### src/sv/edh_pkg.sv
// Package for the error diffusion halftoning block.
// Holds the shared widths, register codes, reset values and the kernel structs.
// No dependencies.
`timescale 1ns / 1ps
`default_nettype none

package edh_pkg;

   // Payload and accumulator widths.
   localparam int PIX_W      = 8;
   localparam int ACC_W      = 11;
   localparam int WIDTH_W    = 11;
   localparam int HEIGHT_W   = 13;
   localparam int ROW_W      = 12;
   localparam int CSR_IDX_W  = 2;
   localparam int CSR_DATA_W = 13;

   // Register indexes on the configuration port.
   localparam logic [CSR_IDX_W-1:0] CSR_IMAGE_WIDTH  = 2'd0;
   localparam logic [CSR_IDX_W-1:0] CSR_IMAGE_HEIGHT = 2'd1;
   localparam logic [CSR_IDX_W-1:0] CSR_THRESHOLD    = 2'd2;

   // Register reset values and limits.
   localparam logic [WIDTH_W-1:0]  WIDTH_RESET     = 11'd512;
   localparam logic [HEIGHT_W-1:0] HEIGHT_RESET    = 13'd512;
   localparam logic [PIX_W-1:0]    THRESHOLD_RESET = 8'd128;
   localparam logic [HEIGHT_W-1:0] HEIGHT_LIMIT    = 13'd4096;

   // Output levels.
   localparam logic [PIX_W-1:0] PIX_WHITE = 8'hFF;
   localparam logic [PIX_W-1:0] PIX_BLACK = 8'h00;

   typedef logic signed [ACC_W-1:0] acc_type;

   // Operands of the diffusion kernel for one pixel.
   typedef struct packed {
      logic [PIX_W-1:0] pixel;
      acc_type          right_carry;
      acc_type          above;
      acc_type          below_left_part;
      acc_type          below_part;
      logic [PIX_W-1:0] threshold;
   } kern_in_type;

   // Results of the diffusion kernel for one pixel.
   typedef struct packed {
      logic    white;
      acc_type right_share;
      acc_type left_sum;
      acc_type below_sum;
      acc_type below_right_share;
   } kern_out_type;

endpackage

`default_nettype wire

### src/sv/edh_kernel.sv
// Per-pixel diffusion arithmetic: correction, threshold and the four error shares.
// Uses edh_pkg for the operand and result structs.
`timescale 1ns / 1ps
`default_nettype none

module edh_kernel (
   input  edh_pkg::kern_in_type  kin,
   output edh_pkg::kern_out_type kout
);
   import edh_pkg::*;

   // Saturate a 13-bit signed sum to the 11-bit accumulator range.
   function automatic acc_type sat_acc(input logic signed [12:0] v);
      acc_type r;
      if (v > 13'sd1023) begin
         r = 11'sd1023;
      end else if (v < -13'sd1024) begin
         r = -11'sd1024;
      end else begin
         r = v[10:0];
      end
      return r;
   endfunction

   // Divide a signed product by 16, truncating toward zero.
   function automatic acc_type div16(input logic signed [14:0] p);
      logic signed [14:0] q;
      q = p + (p[14] ? 15'sd15 : 15'sd0);
      q = q >>> 4;
      return q[10:0];
   endfunction

   logic signed [12:0] sum;
   acc_type            corrected;
   logic               white;
   logic signed [11:0] err;
   logic signed [14:0] err_ext;
   acc_type            s7;
   acc_type            s5;
   acc_type            s3;
   acc_type            s1;

   // Corrected value and threshold decision.
   always_comb begin
      sum = $signed({5'b0, kin.pixel})
          + $signed({{2{kin.right_carry[ACC_W-1]}}, kin.right_carry})
          + $signed({{2{kin.above[ACC_W-1]}}, kin.above});
      corrected = sat_acc(sum);
      white     = corrected >= $signed({3'b0, kin.threshold});
      err       = $signed({corrected[ACC_W-1], corrected})
                - (white ? 12'sd255 : 12'sd0);
   end

   // Floyd-Steinberg shares of the error.
   always_comb begin
      err_ext = $signed({{3{err[11]}}, err});
      s7 = div16(err_ext * 15'sd7);
      s5 = div16(err_ext * 15'sd5);
      s3 = div16(err_ext * 15'sd3);
      s1 = div16(err_ext);
   end

   // Merge the shares into the partial sums of the row below.
   always_comb begin
      kout.white             = white;
      kout.right_share       = s7;
      kout.left_sum          = sat_acc(
         $signed({{2{kin.below_left_part[ACC_W-1]}}, kin.below_left_part})
         + $signed({{2{s3[ACC_W-1]}}, s3}));
      kout.below_sum         = sat_acc(
         $signed({{2{kin.below_part[ACC_W-1]}}, kin.below_part})
         + $signed({{2{s5[ACC_W-1]}}, s5}));
      kout.below_right_share = s1;
   end

endmodule

`default_nettype wire

### config.mk
export PLATFORM = sky130hd
export DESIGN_NAME = edh_kernel
export DESIGN_NICKNAME = d
export VERILOG_FILES = /design/src/sv/edh_pkg.sv /design/src/sv/edh_kernel.sv
export SDC_FILE = /design/constraint.sdc
export NUM_CORES = 1
export LEC_CHECK = 0
export BUFFER_PORTS_ARGS = -buffer_cell sky130_fd_sc_hd__buf_4
export CAP_MARGIN = 20
export CORE_AREA = 2 2 98 100
export DETAILED_ROUTE_END_ITERATION = 10
export DIE_AREA = 0 0 100 102
export PLACE_DENSITY = 0.84
export SYNTH_ARGS = -nofsm -noshare
export SYNTH_HDL_FRONTEND = slang
export SYNTH_SLANG_ARGS = --single-unit
### constraint.sdc
create_clock -name vclk -period 22
set_input_delay 4.4 -clock vclk [all_inputs]
set_output_delay 4.4 -clock vclk [all_outputs]
set_load 0.01 [all_outputs]
==> results of run 1 <==
-- worst paths after layout --
kind                  endpoint  slack [ns]
worst max-delay path  kout[17]        1.17
worst min-delay path  kout[11]        9.30
-- cells in the final DEF (no fill, tap or decap), drive strengths merged, types with 2 or more instances in the layout --
| cell | n |
|---|---|
| o21bai | 15 |
| a21o | 28 |
| a21boi | 3 |
| inv | 69 |
| and2 | 9 |
| and4 | 3 |
| a211o | 3 |
| or2 | 8 |
| ha | 112 |
| nor3 | 4 |
| o21ai | 38 |
| o211ai | 6 |
| o211a | 2 |
| a21oi | 61 |
| a31oi | 13 |
| nand3b | 2 |
| nand2b | 14 |
| fa | 24 |
| xor2 | 31 |
| nand2 | 39 |
| a31o | 4 |
| or3 | 2 |
| a211oi | 11 |
| nand4 | 7 |
| o21a | 10 |
| and3 | 4 |
| nand3 | 17 |
| nor2 | 37 |
| a221oi | 2 |
| nor2b | 10 |
| xnor2 | 70 |
| buf | 107 |
| nor4 | 2 |
-- worst max-delay path, delay by kind of cell --
kind | cells | cell delay (ns)
AOI/OAI and AO/OA | 29 | 5.55
buffers and inverters | 5 | 0.58
adders and majority gates | 10 | 3.18
and+or+nand+nor | 15 | 2.40
xor gates and xnor gates | 2 | 0.32
-- stage by stage --
step           utilization  setup WS (ns)  area (um^2)  hold WS [ns]
2_1_floorplan            -          2.534         5373         9.126
3_3_place_gp        0.6880          1.522         6267         9.298
3_5_place_dp        0.6880          1.005         6267         9.312
4_1_cts             0.6880         0.9565         6267         9.310
5_1_grt             0.6889        0.08748         6275         9.359
6_report            0.6889          1.172         6275         9.302
-- per-layer routing --
metal | vias to the layer above | GRT usage
li1 | 2624 | -
met1 | 2423 | 0.3059
met2 | 159 | 0.4688
met3 | 23 | 0.02120
met4 | 0 | 0.07482
met5 | - | 0
-- cell families (layout without fill, tap and decap cells) --
| logic type | count (synthesis) | after routing |
|---|---|---|
| AO/OA/AOI/OAI | 206 | 206 |
| adder cells (fa/ha/maj) | 136 | 136 |
| AND/OR/NAND/NOR | 161 | 161 |
| multiplexers | 2 | 2 |
| XOR/XNOR | 101 | 101 |
| buffers and inverters | 78 | 176 |
-- timing repair --
action / in CTS / in global routing
endpoints found under the hold margin: 0 / 0
resized for setup: 0 / 2
endpoints found under the setup margin: 0 / 10
-- area by class of cell --
| class | instances | area share |
|---|---|---|
| Multi-Input combinational cell | 606 | 0.8086 |
| Tap cell | 111 | 0.02213 |
| Inverter | 69 | 0.04128 |
| Timing Repair Buffer | 107 | 0.1280 |
==> metrics.md, run 1 <==
| Metric | Value |
|---|---|
| Status | `finished clean` |
| Final setup viols | `0` |
| Avg Cell Area, Syn | `about 7.9 um^2` |
| Top cell type by total area after synthesis | `ha_1` |
| Max transition margin | `0.3925` |
| FMAX | `48.01 MHz` |
| Final Net Count | `a little under 1k` |
| DRT Pass-1 Iters | `5` |
| Most common cell on crit path | `a21oi_1` |
| Fin crit share | `0.9467` |
| Met2 wire length | `around 6300 um` |
| Die height | `roughly 100 um` |
| Post-CTS Setup Repair Bufs | `0` |
| Hold_sp | `kin[8]` |
| Top-Level Pins | `between 100 and 150` |
| Synthesized instance count | `684` |
| PortBufs | `roughly 110` |
| DIE AREA | `10200 um^2` |
| Hold depth | `5` |
| Adder-Cell Fraction of Synth Area | `0.3503` |
| Unrepaired setup endpoints after global routing | `false` |
| Diodes inserted | `0` |
| Library cells used by synthesis | `between 60 and 70` |
| Post-route ant nets | `0` |
| Final Hold Viols | `0` |
| DRT met1 WL | `approximately 5600 um` |
| Die W | `~100 um` |
| Min-delay worst type | `in2out` |
| Cell row count | `35` |
| Post-Place Cells | `approximately 900` |
| Grt ovf | `0` |
| WL/cell | `14.37 um` |
| Least-Margin Pin Slew | `between 0.9 and 1 ns` |
| Worst setup EP type | `primary output` |
| Synth Cell Area | `approximately 5400 um^2` |
| Proportion of layout cells with a drive suffix above 1 | `0.1854` |
| CP required | `around 18 ns` |
| YS warnings | `0` |
| Vias per cell | `5.856` |
| Via count | `approximately 5.2k` |
| Setup TNS Final | `0 ns` |
| First-pass GRT wire length | `about 22000 um` |
| Post-synth top cells | `ha_1, inv_1, xnor2_1, a21oi_1, nand2_1` |
| DR top layer | `met4` |
| Non-filler cells, final | `between 800 and 900` |
| Number of global-route vias before repair | `5259` |
| GRT Total Usage | `0.2504` |
| Largest family of logic cells by synthesized area | `adder cells` |
| Largest net degree at the start of global routing | `14` |
| Flip-flop and latch count | `0` |
| Register area | `0 um^2` |
| Footprint of the multi-input gates | `roughly 5000 um^2` |
| Total routed wirelength | `12830 um` |
| XOR/XNOR Fraction of Synth Area | `0.1660` |
| Crit path launch | `kin[31]` |
| Mux share of post-synthesis cell area | `0.003959` |
| Total core area | `9109 um^2` |
| Filler cells | `~750` |
| Max-slew violations | `0` |
| Yosys top cell area share | `0.2608` |
| Met3 WL | `a little over 600 um` |
| Net Count, Synth | `between 800 and 900` |
| # DRC | `0` |
| Slowest cell on crit path | `fa_1` |
| Starting density of the core | `0.5898` |
| Crit Path Class | `in2out` |
| Synth Area in Compound Gates | `0.2660` |
| HPWL Detailed | `approximately 11000 um` |
| P&R area growth vs syn | `16.79%` |
| Worst path max stage delay | `0.53 ns` |
| Critical path launch point type | `input port` |
| Initial antenna violation count | `0` |
| Gp weighted congestion | `about 0.95` |
| CP arrival | `roughly 16 ns` |
| Sequential share of the synthesized area | `0` |
| CP Max Fanout | `11` |
| Most frequent cell after synthesis | `ha_1` |
| Final min period | `20.83 ns` |
| Dominant cells by area after synthesis | `ha_1, xnor2_1, fa_1` |
| DR iter-0 viols | `between 150 and 200` |
| Max Cap Viol | `0` |
| Simple-gate share of the synthesized area | `0.1567` |
| CLK BUF | `0` |
| Hold_buf cts | `0` |
Power of run 1 is not shown: default switching activity piles up to over one toggle a cycle in this logic, so the estimate is an artifact.
==> run 2, diff against run 1 <==
--- a/config.mk
+++ b/config.mk
@@ -7,9 +7,9 @@
 export LEC_CHECK = 0
 export BUFFER_PORTS_ARGS = -buffer_cell sky130_fd_sc_hd__buf_4
 export CAP_MARGIN = 20
-export CORE_AREA = 2 2 98 100
+export CORE_AREA = 5 5 101 103
 export DETAILED_ROUTE_END_ITERATION = 10
-export DIE_AREA = 0 0 100 102
+export DIE_AREA = 0 0 106 108
 export PLACE_DENSITY = 0.84
 export SYNTH_ARGS = -nofsm -noshare
 export SYNTH_HDL_FRONTEND = slang
==> constraint.sdc (replaced) <==
create_clock -name vclk -period 23.9
set_input_delay 4.78 -clock vclk [all_inputs]
set_output_delay 4.78 -clock vclk [all_outputs]
set_load 0.01 [all_outputs]
==> run 2 against run 1 <==
Setup slack gained 0.78 ns. Clock-buffer cell count unchanged. Die area grew 12%. First-iteration DRC count up 12%. Cell count decreased by 0.11%. Design area fell by 0.24%. Non-clock buffer count decreased by 1. Worst hold slack better by 0.75 ns. Sequential share of layout area stayed put. Critical endpoint is now kout[13]. Global-route usage down 2.7 points.
==> metrics.md, run 2 (synthesis gave the netlist of run 1 again) <==
| Metric | Value |
|---|---|
| First-pass GRT wire length | `22180 um (+0.72%)` |
| DRT Pass-1 Iters | `5 (unchanged)` |
| PortBufs | `105 (unchanged)` |
| CP Max Fanout | `11 (unchanged)` |
| DR iter-0 viols | `199 (+12%)` |
| Proportion of layout cells with a drive suffix above 1 | `0.1818 (-0.003604)` |
| Largest net degree at the start of global routing | `14 (unchanged)` |
| Non-filler cells, final | `892 (-0.11%)` |
| HPWL Detailed | `11620 um (+2.9%)` |
| Status | `finished clean` |
| DR top layer | `met4` |
| FMAX | `45.56 MHz` |
| Max Cap Viol | `0 (unchanged)` |
| Slowest cell on crit path | `fa_1` |
| Worst Hold Slack | `10.05 ns (+0.7520 ns)` |
| Fin crit share | `0.9183` |
| Footprint of the multi-input gates | `5066 um^2 (-0.15%)` |
| Hold depth | `5 (unchanged)` |
| P&R area growth vs syn | `16.51%` |
| DIE AREA | `11450 um^2 (+12%)` |
| Grt ovf | `0 (unchanged)` |
| Number of global-route vias before repair | `5091 (-3.2%)` |
| Final Net Count | `979 (-0.10%)` |
| Max-slew violations | `0 (unchanged)` |
| Filler cells | `759 (+1.7%)` |
| # DRC | `0 (unchanged)` |
| Total core area | `9109 um^2 (unchanged)` |
| Least-Margin Pin Slew | `0.9900 ns (+0.08522 ns)` |
| Crit path buf inv count | `5 (unchanged)` |
| Hold_buf cts | `0 (unchanged)` |
| CP required | `19.12 ns (+1.52 ns)` |
| Starting density of the core | `0.5898 (unchanged)` |
| CP arrival | `17.17 ns (+0.74 ns)` |
| Met3 WL | `568 um (-8.4%)` |
| Met2 wire length | `6606 um (+4.6%)` |
| Final Hold Viols | `0 (unchanged)` |
| Initial antenna violation count | `0 (unchanged)` |
| Vias per cell | `5.800 (-0.94%)` |
| Gp weighted congestion | `0.9425 (-0.99%)` |
| Crit Path Class | `in2out` |
| Via count | `5174 (-1.1%)` |
| Max transition margin | `0.3352 (-0.05722)` |
| GRT Total Usage | `0.2234 (-0.02706)` |
| Cell row count | `35 (unchanged)` |
| Final min period | `roughly 22 ns` |
| Post-Place Cells | `892 (-0.11%)` |
| Critical path launch point type | `input port` |
| Flip-flop and latch count | `0 (unchanged)` |
| Setup TNS Final | `0 ns (unchanged)` |
| Top-Level Pins | `105 (unchanged)` |
| Post-CTS Resized | `0 (unchanged)` |
| Min-delay worst type | `in2out` |
| WL/cell | `14.82 um (+3.1%)` |
| Worst path max stage delay | `0.53 ns (about the same)` |
| Unrepaired setup endpoints after global routing | `false` |
| CLK BUF | `0 (unchanged)` |
| Post-route ant nets | `0 (unchanged)` |
| Die height | `108 um (+5.9%)` |
| Register area | `0 um^2 (unchanged)` |
| Total routed wirelength | `13220 um (+3.0%)` |
| DRT met1 WL | `5868 um (+4.7%)` |
| Critical path depth | `60 (-1.6%)` |
| Diodes inserted | `0 (unchanged)` |
| Highest-count cells in the layout ignoring fill and taps | `ha_1, buf_4, inv_1, xnor2_1, a21oi_1` |
| Commonest non-fill, non-tap cell in the layout | `ha_1` |
| Final setup viols | `0 (unchanged)` |
| Worst setup EP type | `primary output` |
| Die W | `106 um (+6.0%)` |
| Post-CTS Setup Repair Bufs | `0 (unchanged)` |
| Worst path top cell family by delay | `compound AO/OA/AOI/OAI gates` |
-- run 2: changes by cell type in the layout (fill, tap and decap cells not counted), sizes merged --
cell	delta
buf	-1
-- run 2: worst paths after layout --
kind | startpoint | to
setup / recovery | kin[31] | kout[13]
hold / removal | kin[19] | kout[22]
-- run 2: per-stage QoR --
stage	utilization	setup WS, ns	instance area [um^2]
floorplan	-	3.674	5373
global placement	0.6872	2.602	6260
detailed placement	0.6872	2.093	6260
CTS	0.6872	2.066	6260
global route	0.6872	0.9089	6260
finish	0.6872	1.952	6260
-- run 2: tightest hold or removal path: cells and delay by family --
kind,cells,cell delay (ns)
buffers and inverters,3,0.23
adders and majority gates,1,0.12
AOI/OAI and AO/OA,1,0.14
-- run 2: cell type report --
cell class | count | area share
tap | 111 | 0.02219
multi-input combinational | 606 | 0.8093
inverter | 69 | 0.04138
timing repair buffer | 106 | 0.1271
-- run 2: per-layer routing --
| metal | up-vias | GRT usage |
|---|---|---|
| met5 | - | 0 |
| met4 | 0 | 0.03330 |
| li1 | 2629 | - |
| met2 | 135 | 0.4281 |
| met3 | 10 | 0.01433 |
| met1 | 2400 | 0.2800 |
Power of run 2 is left out for the same reason.
